### src/hw/rtl/small_isa_instruction_execute_core_assert.svh
// Assertion macros for the instruction execute core.
// Expects signals named clock and reset in the module that uses them.
`ifndef SMALL_ISA_INSTRUCTION_EXECUTE_CORE_ASSERT_SVH
`define SMALL_ISA_INSTRUCTION_EXECUTE_CORE_ASSERT_SVH
`ifndef SYNTH
`define SIE_ASSERT_IMP(label, ante, cons, msg) \
   label: assert property (@(posedge clock) disable iff (reset) (ante) |-> (cons)) \
      else $error(msg);
`define SIE_ASSERT_NXT(label, ante, cons, msg) \
   label: assert property (@(posedge clock) disable iff (reset) (ante) |=> (cons)) \
      else $error(msg);
`else
`define SIE_ASSERT_IMP(label, ante, cons, msg)
`define SIE_ASSERT_NXT(label, ante, cons, msg)
`endif
`endif

### src/hw/rtl/sie_pkg.sv
// Shared constants, opcodes and types of the instruction execute core.
// No dependencies.
package sie_pkg;
   localparam int unsigned MEM_DEPTH_DEF = 1024;
   localparam int unsigned NUM_REGS      = 16;
   localparam int unsigned OPC_W         = 3;
   localparam int unsigned REG_IDX_W     = 4;
   localparam int unsigned IMM_W         = 20;
   localparam int unsigned WORD_W        = 32;
   localparam int unsigned MEM_ADDR_W    = 10;

   localparam logic [OPC_W-1:0] OPC_ADD  = 3'd0;
   localparam logic [OPC_W-1:0] OPC_NAND = 3'd1;
   localparam logic [OPC_W-1:0] OPC_ADDI = 3'd2;
   localparam logic [OPC_W-1:0] OPC_LW   = 3'd3;
   localparam logic [OPC_W-1:0] OPC_SW   = 3'd4;
   localparam logic [OPC_W-1:0] OPC_BEQ  = 3'd5;
   localparam logic [OPC_W-1:0] OPC_JALR = 3'd6;

   typedef logic [WORD_W-1:0] word_type;

   // stage load enables handed to the address wrap unit
   typedef struct packed {
      logic to_s2;
      logic to_s3;
   } sie_adv_type;
endpackage

### src/hw/rtl/sie_wrap.sv
// Two-stage reduction of a 32-bit data address modulo the memory depth.
// Reciprocal multiply, back-multiply, one correcting subtract. Uses sie_pkg.
module sie_wrap #(
   parameter int unsigned MEM_DEPTH = sie_pkg::MEM_DEPTH_DEF
) (
   input  logic                         clock,
   input  sie_pkg::sie_adv_type         adv,
   input  sie_pkg::word_type            sum,
   output logic [$clog2(MEM_DEPTH)-1:0] addr
);
   import sie_pkg::*;

   localparam int unsigned AW         = $clog2(MEM_DEPTH);
   localparam logic [63:0] RECIP_WIDE = 64'h1_0000_0000 / 64'(MEM_DEPTH);
   localparam word_type    RECIP      = RECIP_WIDE[WORD_W-1:0];
   localparam word_type    DEPTH_W    = WORD_W'(MEM_DEPTH);
   localparam logic [AW:0] DEPTH_X    = (AW+1)'(MEM_DEPTH);

   word_type          s2_sum_ff;
   word_type          s3_sum_ff;
   word_type          s3_quot_ff;
   logic [63:0]       recip_prod;
   word_type          back_prod;
   word_type          rem_full;
   logic [AW:0]       rem;

   // quotient estimate is exact or one low
   assign recip_prod = 64'(s2_sum_ff) * 64'(RECIP);

   always_ff @(posedge clock) begin
      if (adv.to_s2) begin
         s2_sum_ff <= sum;
      end
      if (adv.to_s3) begin
         s3_sum_ff  <= s2_sum_ff;
         s3_quot_ff <= recip_prod[63:32];
      end
   end

   assign back_prod = s3_quot_ff * DEPTH_W;
   assign rem_full  = s3_sum_ff - back_prod;
   assign rem       = rem_full[AW:0];
   assign addr      = (rem >= DEPTH_X) ? AW'(rem - DEPTH_X) : rem[AW-1:0];
endmodule

### config.mk
export PLATFORM = sky130hd
export DESIGN_NAME = sie_wrap
export DESIGN_NICKNAME = d
export VERILOG_FILES = /design/src/hw/rtl/small_isa_instruction_execute_core_assert.svh /design/src/hw/rtl/sie_pkg.sv /design/src/hw/rtl/sie_wrap.sv
export SDC_FILE = /design/constraint.sdc
export NUM_CORES = 1
export LEC_CHECK = 0
export ABC_AREA = 0
export ABC_CLOCK_PERIOD_IN_PS = 1600
export BUFFER_PORTS_ARGS = -buffer_cell sky130_fd_sc_hd__buf_2
export CAP_MARGIN = 20
export CORE_UTILIZATION = 40
export CTS_CLUSTER_SIZE = 30
export DETAILED_ROUTE_END_ITERATION = 7
export PLACE_DENSITY = 0.8
export SLEW_MARGIN = 20
export SYNTH_ARGS = -nofsm -noshare
export SYNTH_HDL_FRONTEND = slang
export SYNTH_SLANG_ARGS = --single-unit
### constraint.sdc
create_clock -name clock -period 1.6 [get_ports clock]
set_clock_uncertainty 0.2 [all_clocks]
set_input_delay 0.24 -clock clock [delete_from_list [all_inputs] [get_ports clock]]
set_output_delay 0.24 -clock clock [all_outputs]
set_load 0.05 [all_outputs]
Word level (Yosys, flattened, before mapping):

Index checks and enable logic that the tools add are counted.

* logic and storage cells: 7
* bits in registers: 23
* input bits: 35

* $add $sub $neg: 2
* order comparisons: 1
* multiplexer cells: 1

Operators by type and width (count)
* >= comparator 11 bit (second input constant): 1
* subtractor 11 bit: 1
* two-way mux 10 bit: 1
* subtractor 10 x 1 -> 10 bit (second input constant): 1

Depth between registers and ports, before layout:

* depth in word-level cells: 3
* mapped depth: 0
* mapped depth without buffers: 0

Worst setup path after synthesis:

Ideal clock, no wire load.

* kind: reg-to-output
* start point: reg s3_sum_ff[0]
* end point: out addr[0]
* arrival time: 601 ps
* cell stages (with the launch flop): 1
* path buffers: 0
* path slack: 559 ps
* cells stage by stage: edfxtp_1

* cells in the longest elaborated chain, start to end: 3

RTL lines
* start: declaration: line sie_wrap.sv:20 `word_type s3_sum_ff;`
* start signal: assignment: line sie_wrap.sv:35 `s3_sum_ff <= s2_sum_ff;`
* subtractor 11 bit *: line sie_wrap.sv:41 `assign rem_full = s3_sum_ff - back_prod;`
* subtractor 10 x 1 -> 10 bit or >= comparator 11 bit (tied branches): line sie_wrap.sv:43 `assign addr = (rem >= DEPTH_X) ? AW'(rem - DEPTH_X) : rem[AW-1:0];`
* two-way mux 10 bit *: line sie_wrap.sv:43
* end: declaration: line sie_wrap.sv:9 `output logic [$clog2(MEM_DEPTH)-1:0] addr`

Every way passes the cells marked *; elsewhere a longest branch is shown, timed or not.

Worst setup path in the final report:

* start point: reg s3_sum_ff[6]
* end point: out addr[6]

The elaborated chain is that of the path after synthesis.

==> summary.txt <==
Synth
  • Adder-cell share of the synthesized area: 0%
  • Multiplexer fraction of the synthesized cell area: 0%
  • Area share of xor/xnor cells in the synthesized design: 0%
  • Yosys warning total: 0
  • Synth Cell Area: 601 um^2
  • Share of the yosys chip area belonging to registers: 100%
  • Area fraction in compound gates after synthesis: 0%
  • Net count of the mapped netlist: 55
  • Flop and latch count out of synthesis: 20
  • Instance count of the mapped netlist: 20
  • Number of distinct library cells after synthesis: 1
  • Post-synthesis simple-gate area fraction: 0%
  • Synthesized area per cell: 30.0 um^2

Route
  • Met2 routed WL: 345 um
  • # DRC: 0
  • Post-detailed-route via-to-cell ratio: 4.25
  • Wire length on met3: 104 um
  • Post-detailed-route wirelength per cell: 10.3 um
  • First-pass iteration count of the detailed router: 1
  • Remaining number of nets flagged by the antenna check after routing: 0
  • Routed metal-1 wire length: 278 um
  • Violation count after the first detailed-route iteration: 0
  • Via Count: 302
  • Top routing layer in use: met3
  • Overall routed net length: 728 um

Pwr
  • Worst ir drop on vdd: 724 uV
  • Internal power of the cells: 910 uW
  • Pwr Total: 1130 uW
  • Switching power summed over all nets: 220 uW
  • Clock network fraction of design power: 34.1%
  • Reg power frac: 55.6%
  • Static Leakage: 0.000352 uW
  • Switching power as a share of total power: 19.5%
  • Power density over the cells: 1280 mW/mm^2
  • Power share of the combinational group: 10.3%

Global routing
  • GRT Residual Overflow: 0
  • Antenna violations before repair: 0
  • Wire length of the first global-routing pass: 1050 um
  • GRT Util Overall: 10.2%
  • Maximum number of pins on one net before global-route repair: 13
  • Vias in the first global route: 269

Floorplan
  • Rows: 13
  • Die outline area: 0.00166 mm^2
  • DIE HEIGHT: 40.8 um
  • Chip Width: 40.8 um
  • Initial core utilization: 44.5%
  • Area of the core: 0.00135 mm^2
  • Number of placed I/O pins: 45

Timing
  • Total negative slack: 0 ns
  • Slew Viols, Final: 0
  • Hold Violations, Final: 0
  • Rel. slew slack: 83.4%
  • Number of setup violations in the final report: 0
  • Setup repair after global routing missed its margin: no
  • Worst Max-Slew Pin Slew: 0.251 ns
  • Final worst path period share: 82.1%
  • Period minus WS final: 1.31 ns
  • Upper clock frequency limit: 0.761 GHz

Final layout
  • FILL cells: 97
  • Leading cell types in the layout, fill and taps excluded: 22 x sky130_fd_sc_hd__buf_2, 20 x sky130_fd_sc_hd__edfxtp_1, 10 x sky130_fd_sc_hd__dlygate4sd3_1
  • Share of the core filled with cells: 65.3%
  • Non-filler instance count after layout: 71
  • Area of combinational cells with multiple inputs: 0 um^2
  • Commonest non-fill, non-tap cell in the layout: sky130_fd_sc_hd__buf_2
  • Final design area excluding fillers: 882 um^2
  • Number of antenna diodes: 0
  • Layout overhead on the synthesized area: 46.9%
  • Total number of multi-input combinational cells: 0
  • Fraction of final layout cells with drive strength greater than 1: 46.4%
  • Net total in the final layout: 92

Critical path
  • Cells along the critical path: buf_2
  • Highest net fanout along the worst path: 1
  • Count of buffering cells on the critical path with inverters included: 1
  • R2R cell count: 0
  • Register-to-Register Setup Slack: 0.77 ns
  • Worst EP arrival: 0.87 ns
  • Dominant delay contributor by cell family on the critical path: flip-flops
  • CP Capture Point: addr[6]
  • Endpoint of the worst-slack reg-to-reg timing path: s3_sum_ff[6]$_DFFE_PP_
  • Critical path required time: 1.16 ns
  • Endpoint type of the worst setup path: output pin
  • Worst setup path startpoint: s3_sum_ff[6]$_DFFE_PP_
  • Critical Setup Path Class: flip-flop to output pin
  • Maximum cell stage delay along the critical path: 0.37 ns
  • Critical path depth: 1
  • Launching point of the worst reg2reg path: s2_sum_ff[6]$_DFFE_PP_
  • Slowest stage cell on the critical path: sky130_fd_sc_hd__edfxtp_1
  • Worst setup SP type: flip-flop

Clock network
  • Count of instances resized after the clock tree is built: 0
  • Clock transition at the registers of the reported paths: 0.10 ns
  • Cts bufs inserted: 3
  • Number of levels the H-tree was split into: 1
  • Clock sink count: 20
  • Clock insertion delay at the later pin of the skew report: 0.28 ns
  • CTS Root Buffer Type: sky130_fd_sc_hd__clkbuf_4
  • TritonCTS clock tree: yes
  • Largest buffer count on any clock path: 2

Job
  • MaxCap Viol Count: 0

Min path
  • Launch point of the worst hold path: adv[0]
  • Classification of the worst-slack hold path: input pin to flip-flop

Place
  • Instance area after placement: 729 um^2
  • Final weighted congestion of routability-driven global placement: 0.582
  • Number of port buffers: 22
  • Number of cells in the design after placement: 57

Outcome
  • Outcome: finished clean
## per-stage QoR
stage / setup slack (ns) / hold WS (ns)
floorplan: 0.559 / 0.139
global placement: 0.603 / 0.208
detailed placement: 0.600 / 0.210
CTS: 0.273 / 0.0994
global route: 0.233 / 0.112
finish: 0.286 / 0.104
## registers in the layout, summed over array words and instances, names as in the netlist
signal and count:
s2_sum_ff 10, s3_sum_ff 10
## worst min path at each step
stage / cells past startpoint / endpoint / slack (ns)
CTS: 1 / s3_sum_ff[0]$_DFFE_PP_ / 0.1
floorplan: 0 / s2_sum_ff[0]$_DFFE_PP_ / 0.14
detailed placement: 0 / s3_sum_ff[0]$_DFFE_PP_ / 0.21
global placement: 0 / s3_sum_ff[4]$_DFFE_PP_ / 0.21
finish: 1 / s3_sum_ff[1]$_DFFE_PP_ / 0.10
global route: 1 / s3_sum_ff[1]$_DFFE_PP_ / 0.11
## synth_stat cells (all sizes together)
library cell | n | area share (%)
edfxtp | 20 | 100
## layer usage
layer,up-vias,global-route usage (%)
li1,152,-
met1,128,11.0
met2,22,17.1
met3,0,5.98
met4,0,2.50
met5,-,0
## cells by family after synthesis
group and count (synthesis):
flops 20
## timing repair
item / CTS / global route
buffers inserted: 0 / 0
hold endpoints to repair: 10 / 0
hold buffers: 10 / 0
## cell type report
| class | count | area, um^2 | share of cell area, % |
|---|---|---|---|
| clock buffers | 3 | 22.5 | 2.55 |
| repair buffers | 32 | 210 | 23.8 |
| well taps | 15 | 18.8 | 2.13 |
| flip-flops and latches | 20 | 601 | 68.1 |
| clock inverters | 1 | 30.0 | 3.40 |
## power groups by stage
stage               registers, uW  logic, uW  clock network, uW
floorplan                     701          0                  0
global placement              640       96.0                  0
detailed placement            641       97.6                  0
CTS                           629        116                395
global route                  632        123                414
finish                        629        116                386
No activity file was read; power rests on OpenSTA's default activity.
