===== config.mk =====
export PLATFORM = sky130hd
export DESIGN_NAME = sie_ram
export DESIGN_NICKNAME = d
export VERILOG_FILES = /design/src/hw/rtl/small_isa_instruction_execute_core_assert.svh /design/src/hw/rtl/sie_ram.sv
export SDC_FILE = /design/constraint.sdc
export NUM_CORES = 1
export LEC_CHECK = 0
export BUFFER_PORTS_ARGS = -buffer_cell sky130_fd_sc_hd__buf_4
export CORE_MARGIN = 2
export CORE_UTILIZATION = 40
export DETAILED_ROUTE_END_ITERATION = 10
export SYNTH_ARGS = -nofsm -noshare
export SYNTH_HDL_FRONTEND = slang
export SYNTH_SLANG_ARGS = --single-unit

===== constraint.sdc =====
create_clock -name clock -period 7.6 [get_ports clock]
set_clock_uncertainty 0.1 [all_clocks]
set_input_delay 1.14 -clock clock [delete_from_list [all_inputs] [get_ports clock]]
set_output_delay 1.14 -clock clock [all_outputs]
set_load 0.005 [all_outputs]

===== src/hw/rtl/small_isa_instruction_execute_core_assert.svh =====
// Assertion macros for the instruction execute core.
// Expects signals named clock and reset in the module that uses them.
`ifndef SMALL_ISA_INSTRUCTION_EXECUTE_CORE_ASSERT_SVH
`define SMALL_ISA_INSTRUCTION_EXECUTE_CORE_ASSERT_SVH
`ifndef SYNTH
`define SIE_ASSERT_IMP(label, ante, cons, msg) \
   label: assert property (@(posedge clock) disable iff (reset) (ante) |-> (cons)) \
      else $error(msg);
`define SIE_ASSERT_NXT(label, ante, cons, msg) \
   label: assert property (@(posedge clock) disable iff (reset) (ante) |=> (cons)) \
      else $error(msg);
`else
`define SIE_ASSERT_IMP(label, ante, cons, msg)
`define SIE_ASSERT_NXT(label, ante, cons, msg)
`endif
`endif


===== src/hw/rtl/sie_ram.sv =====
// Generic single-write, single-read RAM with registered read data (read-first).
// No dependencies.
module sie_ram #(
   parameter int unsigned WIDTH = 32,
   parameter int unsigned DEPTH = 16
) (
   input  logic                     clock,
   input  logic                     wr_en,
   input  logic [$clog2(DEPTH)-1:0] wr_addr,
   input  logic [WIDTH-1:0]         wr_data,
   input  logic                     rd_en,
   input  logic [$clog2(DEPTH)-1:0] rd_addr,
   output logic [WIDTH-1:0]         rd_data
);
   logic [WIDTH-1:0] mem_ff [DEPTH];
   logic [WIDTH-1:0] rd_data_ff;

   always_ff @(posedge clock) begin
      if (wr_en) begin
         mem_ff[wr_addr] <= wr_data;
      end
      if (rd_en) begin
         rd_data_ff <= mem_ff[rd_addr];
      end
   end

   assign rd_data = rd_data_ff;
endmodule


; ---- Yosys cells after proc, flatten, opt, wreduce, memory -nomap -nowiden
; Memory sizes are Yosys's and may differ from the RTL's. A register that Yosys moved wholly into a read port is not among the register bits.
; Cells that the tools add are included.
; W data, S select, Z words.
[word_totals]
mem_bits_rw = 512
elab_cells = 3
regBits = 0
mem_count = 1
[memory_table]
columns = memory, words, width, read_ports, rd_clocked_by_memory_dff, write_ports, line
row1 = mem_ff, 16, 32, 1, 1, 1, sie_ram.sv:15  ; logic [WIDTH-1:0] mem_ff [DEPTH];
[classes]
muxes = 2
[op_table]
columns = cell, n
row1 = $mux W1, 2

; ---- Logic depth before layout (Yosys ltp)
; Gate-level depths: netlist (run 1).
[depth]
ltp_word = 2
ltp_mapped = 5
ltp_nobuf = 3

; ---- Worst setup path after synthesis (run 1)
; No wires, ideal clock.
[synth_timing]
path_type = input -> register
start = input wr_addr[2]
end = memory mem_ff[0][0] (enable)
t_arrival_ns = 3.858
path_stages = 2
n_path_buf = 0
required_ns = 7.039
setup_time_ns = 0.461
path_slack_ns = 3.180
path_cell_list = or3b_2 -> nor3_1
[synth_lines]
columns = element, line
row1 = from (decl), sie_ram.sv:9  ; input logic [$clog2(DEPTH)-1:0] wr_addr,
row2 = to (decl), sie_ram.sv:15
; Straight into the memory's write port.

==> results of run 1 <==
[worst max-delay path by stage]
stage / to / depth (start not counted) / from
after floorplan: mem_ff[0][0] / 2 / wr_addr[2]
after global placement: rd_data[3] / 5 / rd_addr[0]
after detailed placement: rd_data[3] / 5 / rd_addr[0]
after CTS: rd_data[31] / 5 / rd_addr[0]
after global routing: rd_data[3] / 5 / rd_addr[0]
final: rd_data[3] / 5 / rd_addr[0]
[flip-flops by register name (all words and copies together), names as in the netlist]
register / flops
mem_ff: 512
rd_data: 32
[logic make-up after synthesis]
family / synth area share
buffers and inverters: 0.0110
flip-flops: 0.810
AO/OA/AOI/OAI: 0.0238
AND/OR/NAND/NOR: 0.0125
multiplexers: 0.143
[worst reg2reg max path, cell delays in order (launching register included)]
cell and delay, ns:
edfxtp_1 0.36, mux4_2 0.48, a22oi_1 0.23, nand2_1 0.11
[through the flow]
stage	hold WS [ns]	cell area (um2)
after floorplan	0.610	20200
after global placement	0.628	21700
after CTS	0.650	23200
after global routing	0.663	23200
after detailed placement	0.637	21700
final	0.644	23200
[where the power goes]
group	internal [mW]	switching (mW)	total (mW)
Clock	1.32	1.06	2.38
Sequential	3.38	0.0202	3.40
Combinational	0.127	0.170	0.297
[cells in the mapped netlist]
master    instances  area share
nand3b_1          2     0.00074
or3b_2            1     0.00043
nand2_1          33      0.0061
buf_6             2      0.0011
a22oi_1          64       0.024
nor2b_1           2     0.00062
buf_4            11      0.0041
mux4_2          128        0.14
clkbuf_1         17      0.0032
nand3_1           1     0.00025
nor2_1           13      0.0024
nand2b_1          2     0.00062
edfxtp_1        544        0.81
nor3_1            4     0.00099
buf_1             9      0.0017
buf_2             4     0.00099
and2_1            1     0.00031
[per-layer routing]
layer	vias to the layer above	routed length [um]	track usage
met5	-	0	0
met4	0	853	0.0484
met3	60	2380	0.0291
met2	248	22600	0.289
met1	4870	18600	0.231
li1	3825	-	-
[final cells by class]
class | instances | area (um2)
antenna | 1 | 2.50
clock buffer | 70 | 1430
sequential | 544 | 16300
clock inverter | 23 | 104
tap | 672 | 841
fill | 4088 | 26800
timing repair buffer | 98 | 742
multi-input combinational | 251 | 3750
[cell usage in the layout (no fill, tap or decap), types with 4 or more instances in the layout]
cell type    n
clkinv_1    14
a22oi_1     64
clkbuf_16   55
buf_4       97
nand2_1     33
clkinv_2     7
edfxtp_1   544
nor3_2       4
nor2_4      13
clkbuf_1    15
mux4_2     128
==> key figures, run 1 <==
Placed design
  – Place WS: 3.71 ns
  – GP Congestion: 0.696
  – Detail Placement HPWL: ~21 mm
  – I/O Buffers: 74
  – Inst Count DP: 1565

CTS
  – Clock slew at reported path FFs: 0.06 ns
  – Cts hold-fix bufs: 0
  – Clock Path Buffers: 3
  – # Post-CTS Setup Buffers: 0
  – PostCTS Resize Cnt: 0
  – CTS tree: done
  – Num CTS Buffers: 55
  – Root Driver: clkbuf_16
  – Clock Sinks: 544
  – Clock latency on the worst-skew pair: 0.59 ns
  – # H-tree levels: 2

Timing
  – Final hold vios: 0
  – Tmin final: 3.19 ns
  – Post-route worst setup slack: about 4.4 ns
  – Post-route clock period utilization: 0.420
  – Slew margin rel.: 0.222
  – Setup violations, final: 0
  – Setup tns final: 0 ns
  – Fin. max-slew vios: 0
  – Worst slew pin tran: 1.17 ns
  – FMAX: 0.313 GHz
  – RSZ-0062 raised after global routing: no

Hold path
  – Worst Hold Endpoint: rd_data[17]
  – Hold Crit Start: mem_ff[14][17]
  – Hold path cells: 3
  – Hold Crit Class: reg2reg

Routing
  – Drt wl/cell: 26.8 um
  – WL final: 44.4 mm
  – DRC errors left: 0
  – Via-to-Cell Ratio: ~5.4
  – Router iterations before antenna repair: 5
  – Starting DRT DRC Count: 871
  – DR vias: 9003
  – Remaining antenna violation count after routing: 0

Worst setup path
  – Crit path cell chain: clkbuf_8, buf_4, mux4_2, a22oi_1, nand2_1
  – R2r worst-path depth: 3
  – Critical Setup Path Class: in2reg
  – Crit Path Max Fanout: 72
  – Slowest stage delay, CP: 0.65 ns
  – Worst R2R Start: mem_ff[11][15]
  – CP arrival: 3.42 ns
  – Slowest CP cell: clkbuf_8
  – Setup crit start kind: input pin
  – Delay-heaviest family, CP: buffers and inverters
  – Reg2Reg Setup Slack: 6.06 ns
  – CP bufs+invs: 2
  – RR Endpoint: rd_data[15]
  – WP data required: 7.83 ns
  – CP Capture Type: flip-flop

Floorplan
  – Core region area: between 0.04 and 0.05 mm2
  – Die Y: 229 um
  – Starting Density: 0.404
  – Die Area: 0.0522 mm2
  – Die Span X: 229 um
  – Cell Rows: 82
  – IO Pins: 75

Global routing
  – Initial antenna violation count: 1
  – Total Routing Usage GR: 0.171
  – Largest net degree at the start of global routing: 73
  – Total grt overflow: 0
  – First-pass GRT wire length: 64.7 mm
  – Vias in the first global route: ~9.5k

Yosys
  – Yosys Warn Count: 0
  – #FFs+latches synth: 544
  – Cell variety after synth: 17
  – Synth Instances: 838
  – Syn nets: around 900
  – Mapped Avg Cell Area: 24.1 um2
  – Post-synthesis cell area: roughly 0.020 mm2
  – Seq/Total Area, Yosys: 0.810

Pwr
  – Power per cell area: 262 mW/mm2
  – Maximum vdd drop: ~160 uV
  – Pleak: about 7.3 nW
  – Total Power: ~6.1 mW

Outcome
  – Status: finished clean

Finish
  – Nets: approximately 1000
  – Layout Utilization: 0.464
  – Area Overhead vs Synth: 15.0%
  – Fin cells: around 1.7k
  – Share of post-route cells with drive strength above 1: 0.315

Run
  – Max Cap Violations: 0
Note: power is estimated with default switching activity, not from simulation.
==> run 2: changes to the inputs <==
ABC_AREA = 1   (was unset)
clock period = 2.8 ns   (was 7.6 ns; I/O delays follow)
==> key figures, run 2 <==
Outcome
  – Status: finished clean

Timing
  – Worst slew pin tran: 0.906 ns (-0.261 ns)
  – Final hold vios: 0 (unchanged)
  – Slew margin rel.: 0.396 (+0.174)
  – Tmin final: 1.78 ns
  – Fin. max-slew vios: 0 (unchanged)
  – RSZ-0062 raised after global routing: no
  – Setup violations, final: 0 (unchanged)
  – Setup tns final: 0 ns (unchanged)
  – Post-route clock period utilization: 0.636
  – FMAX: about 0.56 GHz
  – Worst hold slack: 0.0374 ns (-0.607 ns)

Global routing
  – First-pass GRT wire length: 87.5 mm (+35%)
  – Initial antenna violation count: 4 (+3)
  – Vias in the first global route: 14.6k (+53%)
  – Total Routing Usage GR: 0.192 (+0.0204)
  – Largest net degree at the start of global routing: 129 (+77%)
  – Total grt overflow: 0 (unchanged)

Finish
  – # fillers: 5088 (+24%)
  – Most flops, register: mem_ff
  – Multi-input gate area: 0.00467 mm2 (+24%)
  – Register area: 0.0163 mm2 (unchanged)
  – Fin cells: 2992 (+80%)
  – Area Overhead vs Synth: 14.0%
  – Layout Utilization: 0.463 (-0.00103)
  – Nets: 2234 (+120%)
  – Most common cell after layout, fill and taps aside: nand2_1
  – Max reg flops: 512 (unchanged)
  – Share of post-route cells with drive strength above 1: 0.0921 (-0.223)
  – ANT cells: 0 (-1)
  – Most frequent cells in the layout: nand2_1 (677), edfxtp_1 (544), inv_1 (386)

Routing
  – Drt wl/cell: 18.9 um (-29%)
  – WL final: 56.7 mm (+27%)
  – DRC errors left: 0 (unchanged)
  – DR vias: 14.7k (+63%)
  – Router iterations before antenna repair: 5 (unchanged)
  – Starting DRT DRC Count: 1163 (+34%)
  – Via-to-Cell Ratio: 4.90 (-9.6%)
  – Remaining antenna violation count after routing: 0 (unchanged)

Worst setup path
  – CP Capture Type: primary output
  – Slowest CP cell: edfxtp_1
  – Crit Path Max Fanout: 1 (-99%)
  – Crit path cell chain: buf_4
  – Slowest stage delay, CP: 0.47 ns (-0.18 ns)
  – CP arrival: 1.26 ns (-2.16 ns)
  – Delay-heaviest family, CP: flip-flops
  – CP bufs+invs: 1 (-1)
  – Setup crit start kind: flip-flop
  – Critical Setup Path Class: reg2out
  – WP data required: 2.28 ns (-5.55 ns)

CTS
  – # H-tree levels: 2 (unchanged)
  – Clock Path Buffers: 3 (unchanged)
  – PostCTS Resize Cnt: 0 (unchanged)
  – Cts hold-fix bufs: 3 (+3)
  – Clock Sinks: 544 (unchanged)
  – # Post-CTS Setup Buffers: 0 (unchanged)
  – Num CTS Buffers: 56 (+1.8%)
  – Root Driver: clkbuf_16
  – Clock slew at reported path FFs: 0.06 ns (about the same)
  – CTS tree: done
  – Clock latency on the worst-skew pair: 0.60 ns (about the same)

Yosys
  – Post-synthesis cell area: 0.0231 mm2 (+14%)
  – Top cell type's share of synthesized area: 0.709 (-0.101)
  – #FFs+latches synth: 544 (unchanged)
  – Synth Instances: 2120 (+150%)
  – Top-count cell post-synth: nand2_1
  – Synth top area cells: edfxtp_1 (71%), nand2_1 (11%), nand3_1 (8.4%)
  – Cell variety after synth: 14 (-3)
  – Seq/Total Area, Yosys: 0.709 (-0.101)
  – Syn nets: 2163 (+150%)
  – Asr flop ratio synth: 0 (unchanged)
  – Synth area leader: edfxtp_1
  – Post-synth EDFFs: 544 (unchanged)
  – Mapped Avg Cell Area: 10.9 um2 (-55%)
  – Yosys Warn Count: 0 (unchanged)
  – Most frequent cells after synthesis: nand2_1 (677), edfxtp_1 (544), inv_1 (388)
  – Synth Flop Type: edfxtp_1

Floorplan
  – Die Area: 0.0596 mm2 (+14%)
  – Core region area: 0.0567 mm2 (+14%)
  – IO Pins: 75 (unchanged)
  – Die Y: 244 um (+6.8%)
  – Starting Density: 0.406 (+0.00268)
  – Die Span X: 244 um (+6.8%)
  – Cell Rows: 87 (+6.1%)

Pwr
  – Pleak: 11.0 nW (+50%)
  – Sequential share of power: 0.533 (-0.027)
  – P_int: 13.5 mW (+180%)
  – Power per cell area: 659 mW/mm2 (+150%)
  – Maximum vdd drop: 514 uV (+230%)
  – Psw: 3.87 mW (+210%)
  – Sw Ratio: 0.223 (+0.0170)
  – Clock power frac: 0.403 (+0.012)
  – Comb power frac: 0.064 (+0.015)

Placed design
  – Detail Placement HPWL: 30.9 mm (+50%)
  – GP Congestion: 0.788 (+13%)
  – Inst Count DP: 2886 (+84%)
  – I/O Buffers: 74 (unchanged)

Hold path
  – Hold Crit Class: in2reg

Run
  – Max Cap Violations: 0 (unchanged)
[run 2: cell count changes after synthesis, sizes merged, moves of 2 or more]
cell,before,now
nor3,4,0
nand2b,2,0
mux4,128,0
clkbuf,17,14
a22oi,64,0
nor2,13,17
inv,0,390
buf,26,91
nand2,33,677
nor2b,2,0
nand3,1,385
[run 2: per-stage QoR]
stage          total power [mW]  cell area, um2  setup slack, ns
3_3_place_gp               10.5           24600            0.652
6_report                   17.3           26300             1.02
3_5_place_dp               10.5           24600            0.669
4_1_cts                    17.5           26300            0.950
2_1_floorplan              10.0           23100            0.287
5_1_grt                    17.9           26300            0.972
[run 2: cells by family (layout without fill, tap and decap cells)]
kind of cell | after synthesis | in the layout | synth area share
AND/OR/NAND/NOR | 1081 | 1081 | 0.197
buffers and inverters | 495 | 611 | 0.0941
flip-flops | 544 | 544 | 0.709
[run 2: cell type report]
cell class / instances / share of cell area
clock buffers: 70 / 0.0569
clock inverters: 33 / 0.00776
inverters: 390 / 0.0560
multi-input cells: 1081 / 0.178
flip-flops and latches: 544 / 0.622
well taps: 756 / 0.0360
repair buffers: 118 / 0.0442
[run 2: worst paths after layout]
path / from / end / slack [ns] / depth (start not counted)
worst max-delay path: rd_data[5] / rd_data[5] / 1.02 / 1
worst min-delay path: wr_data[25] / mem_ff[4][25] / 0.04 / 1
worst max register to register: mem_ff[7][23] / rd_data[23] / 1.51 / 6
worst min register to register: mem_ff[10][23] / rd_data[23] / 0.63 / 6
[run 2: power groups by stage]
stage / sequential [mW] / clock [mW] / combinational (mW)
finish: 9.23 / 6.99 / 1.11
CTS: 9.23 / 7.13 / 1.13
global route: 9.24 / 7.44 / 1.23
detailed placement: 9.40 / 0 / 1.12
global placement: 9.40 / 0 / 1.10
floorplan: 9.39 / 0 / 0.622
[run 2: routing by layer]
layer | up-vias | GRT usage | share of wire
li1 | 7032 | - | -
met1 | 7144 | 0.258 | 0.43
met2 | 389 | 0.318 | 0.49
met3 | 102 | 0.0374 | 0.059
met4 | 8 | 0.0531 | 0.024
met5 | - | 0 | 0.0010
==> run 3: changes to the inputs <==
ABC_AREA = 0   (was 1)
clock period = 1.4 ns   (was 2.8 ns; I/O delays follow)
==> key figures, run 3 (synthesis gave the netlist of run 1 again) <==
Outcome
  – Status: finished with violations
  – Failing checks: negative setup slack

Worst setup path
  – Slowest stage delay, CP: 0.50 ns (+0.03 ns)
  – WP data required: 1.09 ns (-1.19 ns)
  – Setup crit start kind: flip-flop
  – Critical Setup Path Class: reg2out
  – Crit Path Max Fanout: 1 (unchanged)
  – Crit path cell chain: buf_6
  – CP bufs+invs: 1 (unchanged)
  – Delay-heaviest family, CP: flip-flops
  – Slowest CP cell: edfxtp_1
  – CP arrival: 1.26 ns (about the same)
  – CP Capture Type: primary output

Pwr
  – Pleak: 8.14 nW (-26%)
  – Total Power: 35.1 mW (+100%)
  – Power per cell area: 1390 mW/mm2 (+110%)
  – Maximum vdd drop: 1010 uV (+97%)

CTS
  – Root Driver: clkbuf_16
  – Clock latency on the worst-skew pair: 0.60 ns (about the same)
  – Num CTS Buffers: 55 (-1.8%)
  – # H-tree levels: 2 (unchanged)
  – Clock Sinks: 544 (unchanged)
  – Clock Path Buffers: 3 (unchanged)
  – Clock slew at reported path FFs: 0.06 ns (about the same)
  – CTS tree: done

Timing
  – Slew margin rel.: 0.474 (+0.0781)
  – Setup violations, final: 59 (+59)
  – Final hold vios: 0 (unchanged)
  – RSZ-0062 raised after global routing: yes
  – Fin. max-slew vios: 0 (unchanged)
  – Worst slew pin tran: 0.787 ns (-0.119 ns)
  – FMAX: 0.636 GHz
  – Post-route worst setup slack: -0.172 ns (-1.19 ns)
  – Worst hold slack: 0.0410 ns (+0.00365 ns)
  – Setup tns final: -2.95 ns (-2.95 ns)
  – Tmin final: roughly 1.6 ns
  – Post-route clock period utilization: 1.12

Finish
  – Finished Cell Area: 0.0252 mm2 (-4.1%)
  – Fin cells: 1766 (-41%)
  – Most frequent cells in the layout: edfxtp_1 (544), mux4_2 (128), buf_4 (105)
  – Most common cell after layout, fill and taps aside: edfxtp_1
  – Area Overhead vs Synth: 25.0%
  – Nets: 1092 (-51%)
  – Layout Utilization: 0.505 (+0.0411)
  – ANT cells: 0 (unchanged)
  – Max reg flops: 512 (unchanged)
  – # fillers: 3962 (-22%)
  – Share of post-route cells with drive strength above 1: 0.410 (+0.317)
  – Most flops, register: mem_ff

Floorplan
  – Die Area: 0.0522 mm2 (-12%)
  – Die Y: 229 um (-6.3%)
  – Die Span X: 229 um (-6.3%)
  – IO Pins: 75 (unchanged)
  – Starting Density: 0.404 (-0.00268)
  – Core region area: 0.0500 mm2 (-12%)
  – Cell Rows: 82 (-5.7%)

Placed design
  – GP Congestion: 0.734 (-6.9%)
  – Detail Placement HPWL: 26.0 mm (-16%)
  – Post-DP Area: 0.0228 mm2 (-7.2%)
  – I/O Buffers: 74 (unchanged)
  – Place WS: -0.536 ns (-1.21 ns)
  – Inst Count DP: 1632 (-43%)

Global routing
  – Total Routing Usage GR: 0.170 (-0.0223)
  – Largest net degree at the start of global routing: 40 (-69%)
  – Total grt overflow: 0 (unchanged)
  – First-pass GRT wire length: 65.2 mm (-25%)
  – Vias in the first global route: 10.1k (-31%)
  – Initial antenna violation count: 1 (-3)

Routing
  – DR vias: 9365 (-36%)
  – Via-to-Cell Ratio: 5.30 (+8.1%)
  – DRC errors left: 0 (unchanged)
  – Starting DRT DRC Count: 863 (-26%)
  – Remaining antenna violation count after routing: 0 (unchanged)
  – Router iterations before antenna repair: 5 (unchanged)
  – Drt wl/cell: 24.7 um (+30%)
  – WL final: 43.6 mm (-23%)

Hold path
  – Hold Crit Class: in2reg

Run
  – Max Cap Violations: 0 (unchanged)
run 3: layout make-up:
class | instances | area (um2) | area share
Multi-Input combinational cell | 251 | 4060 | 0.161
Tap cell | 672 | 841 | 0.0334
Sequential cell | 544 | 16300 | 0.648
Clock inverter | 36 | 358 | 0.0142
Clock buffer | 66 | 1440 | 0.0571
Timing Repair Buffer | 197 | 2180 | 0.0865
run 3: layer usage:
metal / vias to the layer above / share of wire / global-route usage
met5: - / 0.00030 / 0
met4: 2 / 0.014 / 0.0349
met3: 53 / 0.046 / 0.0324
met2: 210 / 0.52 / 0.296
met1: 5063 / 0.42 / 0.222
li1: 4037 / - / -
run 3: repair_timing:
action | CTS | global route
gates resized for setup | 43 | 21
endpoints found under the setup margin | 64 | 64
hold endpoints to repair | 512 | 0
setup buffers | 0 | 0
hold buffers | 32 | 0
pin swaps | 14 | 3
cloned | 0 | 0
run 3: worst reg2reg max path, stage by stage, from the launching register on:
cell and delay (ns):
edfxtp_1 0.36, mux4_2 0.48, a22oi_2 0.23, nand2_1 0.10
run 3: where the power goes:
| group | switching [mW] | internal (mW) | total, mW | leakage (nW) |
|---|---|---|---|---|
| Combinational | 1.04 | 1.02 | 2.06 | 2.31 |
| Clock | 5.93 | 8.59 | 14.5 | 0.886 |
| Sequential | 0.118 | 18.3 | 18.5 | 4.94 |
run 3: final timing paths:
kind,slack [ns],endpoint,start,depth (start not counted)
worst max-delay path,-0.17,rd_data[18],rd_data[18],1
worst min-delay path,0.04,rd_data[17],rd_en,2
worst max register to register,-0.12,rd_data[30],mem_ff[3][30],3
worst min register to register,0.64,rd_data[22],mem_ff[12][22],3
